### src/rtl/tmqrs_pkg.sv
package tmqrs_pkg;

    localparam int NUM_QUEUES     = 16;
    localparam int GROUP_DEPTH    = 16;
    localparam int MAX_SLOTS      = 8;
    localparam int RESULT_CAP     = 16;
    localparam int RELEASES_RESET = 10;

    localparam int QW  = (NUM_QUEUES > 1) ? $clog2(NUM_QUEUES) : 1;
    localparam int GW  = (GROUP_DEPTH > 1) ? $clog2(GROUP_DEPTH) : 1;
    localparam int SW  = (MAX_SLOTS > 1) ? $clog2(MAX_SLOTS) : 1;
    localparam int CW  = $clog2(GROUP_DEPTH + 1);
    localparam int SZW = $clog2(MAX_SLOTS + 1);
    localparam int NW  = $clog2(RESULT_CAP + 1);
    localparam int CFGW = 5;

    localparam logic [2:0] OP_TICK  = 3'd0;
    localparam logic [2:0] OP_ENQ   = 3'd1;
    localparam logic [2:0] OP_REG   = 3'd2;
    localparam logic [2:0] OP_SET   = 3'd3;
    localparam logic [2:0] OP_UNREG = 3'd4;
    localparam logic [2:0] OP_CLEAR = 3'd5;

    localparam logic [1:0] ST_REL  = 2'd0;
    localparam logic [1:0] ST_ACC  = 2'd1;
    localparam logic [1:0] ST_FULL = 2'd2;
    localparam logic [1:0] ST_UNK  = 2'd3;

    typedef enum logic [3:0] {
        S_IDLE, S_OP, S_SCAN_RD, S_SCAN_EV, S_SRCH, S_SRCH_END,
        S_POP_G, S_POP_S0, S_POP_S1, S_POP_FIN, S_OUT
    } t_state;

    typedef struct packed {
        logic [31:0]    next_time;
        logic [SW-1:0]  cur;
        logic [SZW-1:0] size;
    } t_group;

    typedef struct packed {
        logic          load_in;
        logic          op_exec;
        logic          scan_rd;
        logic          scan_ev;
        logic          srch_clr;
        logic          srch_step;
        logic          pop_s0;
        logic          pop_s1;
        logic          pop_fin;
        logic          sel_best;
        logic [QW-1:0] idx;
    } t_cmd;

    typedef struct packed {
        logic [2:0] op;
        logic       found;
    } t_stat;

endpackage

### src/rtl/tmqrs_ctrl.sv
module tmqrs_ctrl
    import tmqrs_pkg::*;
(
    input  logic            i_clk,
    input  logic            i_rst_n,
    input  logic            i_in_valid,
    output logic            o_in_stall,
    output logic            o_out_valid,
    input  logic            i_out_stall,
    output logic            o_last,
    input  logic            i_cfg_valid,
    output logic            o_cfg_ready,
    input  logic [CFGW-1:0] i_cfg_data,
    output t_cmd            o_cmd,
    input  t_stat           i_stat
);
    localparam logic [QW-1:0] QMAX = QW'(NUM_QUEUES - 1);

    t_state          r_state, n_state;
    logic [QW-1:0]   r_cnt;
    logic [NW-1:0]   r_n;
    logic            r_pend;
    logic            r_more;
    logic            r_out_valid;
    logic            r_last;
    logic [CFGW-1:0] r_rel;

    logic            w_in_acc;
    logic            w_out_acc;
    logic [NW-1:0]   w_limit;
    logic            w_more;
    logic            w_op_ok;

    assign w_in_acc  = i_in_valid && r_state == S_IDLE;
    assign w_out_acc = r_out_valid && !i_out_stall;
    assign w_op_ok   = i_stat.op == OP_ENQ || i_stat.op == OP_REG || i_stat.op == OP_SET
                    || i_stat.op == OP_UNREG || i_stat.op == OP_CLEAR;

    // zero allows one release, anything above the cap allows the cap
    always_comb begin
        if (r_rel == '0) begin
            w_limit = NW'(1);
        end else if (32'(r_rel) > RESULT_CAP) begin
            w_limit = NW'(RESULT_CAP);
        end else begin
            w_limit = NW'(r_rel);
        end
    end
    assign w_more = i_stat.found && r_n < w_limit;

    always_comb begin
        n_state = r_state;
        unique case (r_state)
            S_IDLE:     if (w_in_acc) n_state = S_OP;
            S_OP: begin
                if (i_stat.op == OP_TICK) begin
                    n_state = S_SCAN_RD;
                end else if (w_op_ok) begin
                    n_state = S_OUT;
                end else begin
                    n_state = S_IDLE;
                end
            end
            S_SCAN_RD:  n_state = S_SCAN_EV;
            S_SCAN_EV:  n_state = (r_cnt == QMAX) ? S_SRCH : S_SCAN_RD;
            S_SRCH:     if (r_cnt == QMAX) n_state = S_SRCH_END;
            S_SRCH_END: begin
                if (r_pend) begin
                    n_state = S_OUT;
                end else if (w_more) begin
                    n_state = S_POP_G;
                end else begin
                    n_state = S_IDLE;
                end
            end
            S_POP_G:    n_state = S_POP_S0;
            S_POP_S0:   n_state = S_POP_S1;
            S_POP_S1:   n_state = S_POP_FIN;
            S_POP_FIN:  n_state = S_SRCH;
            S_OUT:      if (w_out_acc) n_state = r_more ? S_POP_G : S_IDLE;
            default:    n_state = S_IDLE;
        endcase
    end

    always_comb begin
        o_cmd           = '0;
        o_cmd.load_in   = w_in_acc;
        o_cmd.idx       = r_cnt;
        unique case (r_state)
            S_OP:       o_cmd.op_exec   = 1'b1;
            S_SCAN_RD:  o_cmd.scan_rd   = 1'b1;
            S_SCAN_EV: begin
                o_cmd.scan_ev  = 1'b1;
                o_cmd.srch_clr = 1'b1;
            end
            S_SRCH:     o_cmd.srch_step = 1'b1;
            S_POP_G:    o_cmd.sel_best  = 1'b1;
            S_POP_S0: begin
                o_cmd.sel_best = 1'b1;
                o_cmd.pop_s0   = 1'b1;
            end
            S_POP_S1: begin
                o_cmd.sel_best = 1'b1;
                o_cmd.pop_s1   = 1'b1;
            end
            S_POP_FIN: begin
                o_cmd.sel_best = 1'b1;
                o_cmd.pop_fin  = 1'b1;
                o_cmd.srch_clr = 1'b1;
            end
            default: ;
        endcase
    end

    always_ff @(posedge i_clk) begin
        if (!i_rst_n) begin
            r_state     <= S_IDLE;
            r_cnt       <= '0;
            r_n         <= '0;
            r_pend      <= 1'b0;
            r_more      <= 1'b0;
            r_out_valid <= 1'b0;
            r_last      <= 1'b0;
            r_rel       <= CFGW'(RELEASES_RESET);
        end else begin
            r_state <= n_state;
            if (i_cfg_valid) begin
                r_rel <= i_cfg_data;
            end
            if (r_state == S_SCAN_EV || r_state == S_SRCH) begin
                r_cnt <= (r_cnt == QMAX) ? '0 : r_cnt + QW'(1);
            end
            if (r_state == S_OP) begin
                r_cnt  <= '0;
                r_n    <= '0;
                r_pend <= 1'b0;
                r_more <= 1'b0;
                if (i_stat.op != OP_TICK && w_op_ok) begin
                    r_out_valid <= 1'b1;
                    r_last      <= 1'b1;
                end
            end
            if (r_state == S_POP_FIN) begin
                r_n    <= r_n + NW'(1);
                r_pend <= 1'b1;
            end
            // a held release goes out once we know whether another follows
            if (r_state == S_SRCH_END && r_pend) begin
                r_out_valid <= 1'b1;
                r_last      <= !w_more;
                r_more      <= w_more;
            end
            if (w_out_acc) begin
                r_out_valid <= 1'b0;
                r_pend      <= 1'b0;
            end
        end
    end

    assign o_in_stall  = r_state != S_IDLE;
    assign o_out_valid = r_out_valid;
    assign o_last      = r_last;
    assign o_cfg_ready = 1'b1;

    a_release_count: assert property (@(posedge i_clk) disable iff (!i_rst_n)
        (r_state != S_IDLE && r_state != S_OP) |-> r_n <= w_limit)
        else $error("more releases than the per-tick limit");

    a_last_ends: assert property (@(posedge i_clk) disable iff (!i_rst_n)
        (w_out_acc && r_last) |=> r_state == S_IDLE)
        else $error("work continued after the final word");

    a_no_input_while_result: assert property (@(posedge i_clk) disable iff (!i_rst_n)
        r_out_valid |-> o_in_stall)
        else $error("input taken while a result word waits");

    a_pop_after_found: assert property (@(posedge i_clk) disable iff (!i_rst_n)
        (r_state == S_POP_G) |-> $past(i_stat.found))
        else $error("pop started without a selected queue");
endmodule

### config.mk
export PLATFORM = sky130hd
export DESIGN_NAME = tmqrs_ctrl
export DESIGN_NICKNAME = d
export VERILOG_FILES = /design/src/rtl/tmqrs_pkg.sv /design/src/rtl/tmqrs_ctrl.sv
export SDC_FILE = /design/constraint.sdc
export NUM_CORES = 1
export LEC_CHECK = 0
export ABC_AREA = 1
export BUFFER_PORTS_ARGS = -buffer_cell sky130_fd_sc_hd__buf_2
export CAP_MARGIN = 15
export CORE_MARGIN = 3
export CORE_UTILIZATION = 52
export CTS_CLUSTER_SIZE = 25
export DETAILED_ROUTE_END_ITERATION = 8
export PLACE_DENSITY = 0.75
export SYNTH_ARGS = -nofsm -noshare
export SYNTH_HDL_FRONTEND = slang
export SYNTH_SLANG_ARGS = --single-unit
### constraint.sdc
create_clock -name i_clk -period 1.6 [get_ports i_clk]
set_clock_uncertainty 0.05 [all_clocks]
set_input_delay 0.16 -clock i_clk [delete_from_list [all_inputs] [get_ports i_clk]]
set_output_delay 0.16 -clock i_clk [all_outputs]
set_load 0.01 [all_outputs]
==> results of run 1 <==
[routing by layer]
| layer | GRT usage [%] | part of all wire (%) | up-vias |
|---|---|---|---|
| met5 | 0 | 0 | - |
| met1 | 24.8 | 46 | 554 |
| met3 | 5.61 | 5.9 | 6 |
| li1 | - | - | 692 |
| met2 | 33.1 | 47 | 40 |
| met4 | 4.86 | 1.1 | 0 |
[worst register-to-register path, stage by stage (launching register included)]
cell and delay [ns]:
dfxtp_1 0.36, nor2_1 0.09, nand2_1 0.07, nand2_1 0.06
nand2_1 0.05, ha_2 0.31, nand2_1 0.07, nor2_1 0.14
nor2_2 0.06, nand2_2 0.08, nand2_1 0.06, nand2_1 0.07
a21oi_2 0.05
[sequential cells by signal (all words and copies together), names as in the netlist]
register,count
r_n,5
r_rel,5
o_last,1
r_more,1
r_state,4
r_cnt,4
o_out_valid,1
r_pend,1
[stage by stage]
stage / setup WS [ns] / hold slack, ns
floorplan: 0.166 / 0.232
global placement: 0.0127 / 0.322
detailed placement: 0.0214 / 0.333
CTS: 0.00114 / 0.00778
global route: -0.158 / 0.0214
finish: -0.0361 / 0.0138
[area by class of cell]
class / count / area (sq um) / share of cell area, %
clock buffer: 4 / 36.3 / 2.38
inverter: 29 / 109 / 7.15
multi-input combinational: 144 / 721 / 47.3
sequential: 22 / 447 / 29.3
tap: 28 / 35.0 / 2.30
timing repair buffer: 33 / 175 / 11.5
[layout by cell type (no fill, tap or decap), types with 2 or more instances in the layout]
master / count
buf_2: 30
nand4_1: 2
ha_2: 2
o21ai_0: 7
buf_4: 2
inv_1: 27
nand2_2: 4
dfxtp_2: 5
nand3_1: 11
inv_2: 2
nor2_1: 29
nor3_1: 2
nor2_2: 4
clkbuf_4: 3
ha_1: 4
a21oi_1: 14
nand2_1: 54
dfxtp_1: 17
[power by group]
group | switching (uW) | leakage [uW] | internal (uW)
Combinational | 569 | 0.000645 | 314
Clock | 169 | 0.0000210 | 139
Sequential | 99.2 | 0.000180 | 642
Total | 837 | 0.000846 | 1100
[what timing repair did]
| item | in CTS | in global routing |
|---|---|---|
| hold buffers | 1 | 0 |
| setup endpoints to repair | 4 | 16 |
| endpoints found under the hold margin | 1 | 0 |
| resized for setup | 4 | 11 |
| pin swaps | 1 | 2 |
[worst paths after layout]
check / cells after the start / slack, ns / end / start
worst max-delay path: 5 / -0.04 / o_cmd[4] / r_state[2]
worst min-delay path: 3 / 0.01 / r_rel[3] / i_cfg_data[3]
worst max register to register: 12 / 0 / r_state[1] / r_rel[2]
worst min register to register: 2 / 0.44 / r_rel[0] / r_rel[0]
[kinds of logic (layout without fill, tap and decap cells)]
family	Yosys count	after routing	share of synthesized area [%]
simple gates	111	111	36.4
buf+inv	32	66	11.3
compound gates	26	26	11.5
flops	22	22	34.6
fa+ha+maj	6	6	5.90
other cells	1	1	0.295
==> run metrics, run 1 <==
Worst VDD drop 0.897 mV; CP required 1.39 ns; Syn Inst Count 198; num rows 17; Setup-failing EPs final 4; ys async rst share 0%; DR pass1 iterations 4; Final Hold Fails 0; YS warnings 0; power density cells 1270 nW/um^2; gr usage total 19.7%; total power 1930 uW; Longest Clk Path Bufs 2; outcome complete, but fails checks; drt via density 4.97; failing checks setup timing; post-route setup slack -0.0361 ns; DRC 0; cells along the critical path inv_1 -> nor2_1 -> nand2_1 -> nand3_1 -> buf_2; Top delay family on crit path flip-flops; worst path arrival time 1.43 ns; die area 3080 sq um; Max FO, Critical Path 7; CTS buffer count 3; first-pass GRT wire length 4.91 mm; post-route cell area 1520 sq um; WS Path Type reg2out; Mean Syn Cell Area 6.43 sq um; Filler cells 208; P_leak 0.000846 uW; fmax 611 MHz; net count reported at finish 253; Final Util 66.9%; Primary FF master, synth dfxtp_1; Worst setup EP type output port; Area contributors post-synth dfxtp_1 35%, nand2_1 17%, nor2_1 9.4%, inv_1 8.0%, a21oi_1 5.9%; crit path max-delay cell type dfxtp_1; Die H 55.5 um; Seq cells post-synth 22; Tmin final 1.64 ns; gr ovfl total 0; DP HPWL 2.34 mm; CTS sink cnt 22; Seq/Total Area, Yosys 34.6%; # IOs 32; GP Congestion 0.965; Synth cell types 25; drt wl/cell 11.5 um; Max Slew Vio Count 0; CTS Root Cell clkbuf_4; max-cap violation count 0; top cell type by total area after synthesis dfxtp_1; starting density of the core 55.9%; Mapped Nets 218; H-Tree Depth 1; ANT nets after route 0; # Post-CTS Setup Buffers 0; post-route setup TNS -0.0641 ns; Syn-to-layout area delta 19.7%; max incr delay on CP 0.52 ns; via count 1292; DRT iter0 DRCs 45; Synth top area share 34.6%; share of post-route cells with drive strength above 1 25.4%; unrepaired setup endpoints after global routing true; Hold WC Path Type in2reg; # diodes 0; placed insts 255; startpoint types flip-flop; core area 2280 sq um; Horiz. Die Dim 55.5 um; Clock Latency Late Sink 0.31 ns; largest net degree at the start of global routing 13; clk slew on worst S/H paths 0.12 ns; placed instance area 1440 sq um; Synth top cells by count 56 x nand2_1, 32 x nor2_1, 27 x inv_1; number of buffers added on ports 30; count leader, synth nand2_1; Final Cycle Share 102%; Finished Layout Cells 260; initial antenna violation count 0; Critical path buffers and inverters 2; synthesized cell area 1270 sq um; CTS tree done; total wire length 2.99 mm; number of synthesized flops with an enable pin 0; vias in the first global route 1167
(Power assumes the default switching activity.)
==> run 2, diff against run 1 <==
Settings changed: CORE_UTILIZATION 52 to 56, PLACE_DENSITY 0.75 to 0.8, SLEW_MARGIN set to 20.
Clock period 1.6 ns to 1.96 ns, I/O delays scaled along.
==> run metrics, run 2 (synthesis gave the netlist of run 1 again) <==
power density cells 1050 nW/um^2; startpoint types flip-flop; PostCTS Resize Cnt 0; Setup-failing EPs final 0; cells along the critical path inv_1 -> nor2_1 -> nand2_1 -> inv_1 -> buf_2; placed instance area 1420 sq um; most frequent cells in the layout 56 x nand2_1, 32 x nor2_1, 30 x buf_2; die area 2880 sq um; DR pass1 iterations 4; DP HPWL 2.44 mm; first-pass GRT wire length 5.04 mm; clk slew on worst S/H paths 0.11 ns; post-route setup TNS 0 ns; Final Hold Fails 0; CTS Root Cell clkbuf_4; Int Power 877 uW; Worst setup EP type output port; Tmin final 1.70 ns; drt via density 5.16; CTS tree done; Syn-to-layout area delta 14.6%; CP required 1.71 ns; max incr delay on CP 0.39 ns; post-route setup slack 0.260 ns; Sw Ratio 42.8%; crit path max-delay cell type dfxtp_1; num rows 16; Final Cycle Share 86.7%; Filler cells 187; total wire length 2.98 mm; outcome finished clean; Clock Latency Late Sink 0.30 ns; share of post-route cells with drive strength above 1 18.3%; fmax 588 MHz; Die H 53.7 um; Max Slew Vio Count 0; Reg power frac 38.6%; multi-input logic area 688 sq um; Gate power share 45.4%; gr usage total 23.7%; met3 WL 184 um; sw power 656 uW; # IOs 32; DRC 0; drt wl/cell 11.6 um; leading cell type in the layout, fill and taps excluded nand2_1; max-cap violation count 0; largest net degree at the start of global routing 13; DRT iter0 DRCs 43; # Post-CTS Setup Buffers 0; starting density of the core 61.7%; initial antenna violation count 0; worst path arrival time 1.45 ns; Post-CTS Hold Fix Bufs 0; net count reported at finish 250; Hold WC Path Type in2reg; unrepaired setup endpoints after global routing false; # diodes 0; H-Tree Depth 1; largest registers r_n (5), r_rel (5); CTS buffer count 3; Horiz. Die Dim 53.7 um; Worst VDD drop 0.658 mV; most frequent cell on the critical path inv_1; core area 2060 sq um; post-route cell area 1460 sq um; DR WL met2 1.46 mm; via count 1320; CTS sink cnt 22; Post-Place Setup Slack 0.364 ns; P_leak 0.000832 uW; clock power share 16.0%; Reg area 440 sq um; Longest Clk Path Bufs 2; total power 1530 uW; number of buffers added on ports 30; top sig layer met4; met1 WL 1.32 mm; vias in the first global route 1205; Max FO, Critical Path 5; ANT nets after route 0; GP Congestion 0.944; gr ovfl total 0; WS Path Type reg2out
## run 2: changes by cell type in the layout (fill, tap and decap cells not counted), moves of 3 or more
cell,delta
dfxtp_1,+5
dfxtp_2,-5
nor2_2,-3
nor2_1,+3
## run 2: power groups by stage
stage          clock (uW)  sequential (uW)  combinational [uW]
2_1_floorplan           0              596                 492
3_3_place_gp            0              600                 684
3_5_place_dp            0              601                 693
4_1_cts               253              591                 700
5_1_grt               270              605                 800
6_report              245              592                 697
## run 2: per-stage QoR
step / hold WS, ns / utilization [%] / cells
floorplan: 0.268 / - / 198
global placement: 0.356 / 68.9 / 252
detailed placement: 0.364 / 68.9 / 252
CTS: 0.0359 / 70.7 / 256
global route: 0.0422 / 70.7 / 256
finish: 0.0545 / 70.7 / 256
## run 2: final timing paths
| check | start | end | slack, ns | cells after the start |
|---|---|---|---|---|
| worst max-delay path | r_state[3] | o_cmd[5] | 0.26 | 5 |
| worst min-delay path | i_cfg_data[1] | r_rel[1] | 0.05 | 3 |
| worst max register to register | r_rel[4] | r_more | 0.29 | 11 |
| worst min register to register | r_more | r_more | 0.43 | 2 |
## run 2: layout make-up
type                            instances  area share [%]
Tap cell                               27            2.32
Sequential cell                        22            30.2
Multi-Input combinational cell        144            47.2
Inverter                               29            7.47
Timing Repair Buffer                   30            10.3
Clock buffer                            4            2.49
## run 2: critical path: cells and delay by family, from the launching register on
kind          cells  cell delay [ns]
simple gates      2             0.39
buf+inv           3             0.38
flops             1             0.39
## run 2: per-layer routing
metal	global-route usage (%)	vias to the layer above
met5	0	-
met4	5.53	0
met3	5.26	2
met2	43.1	51
met1	27.9	580
li1	-	687
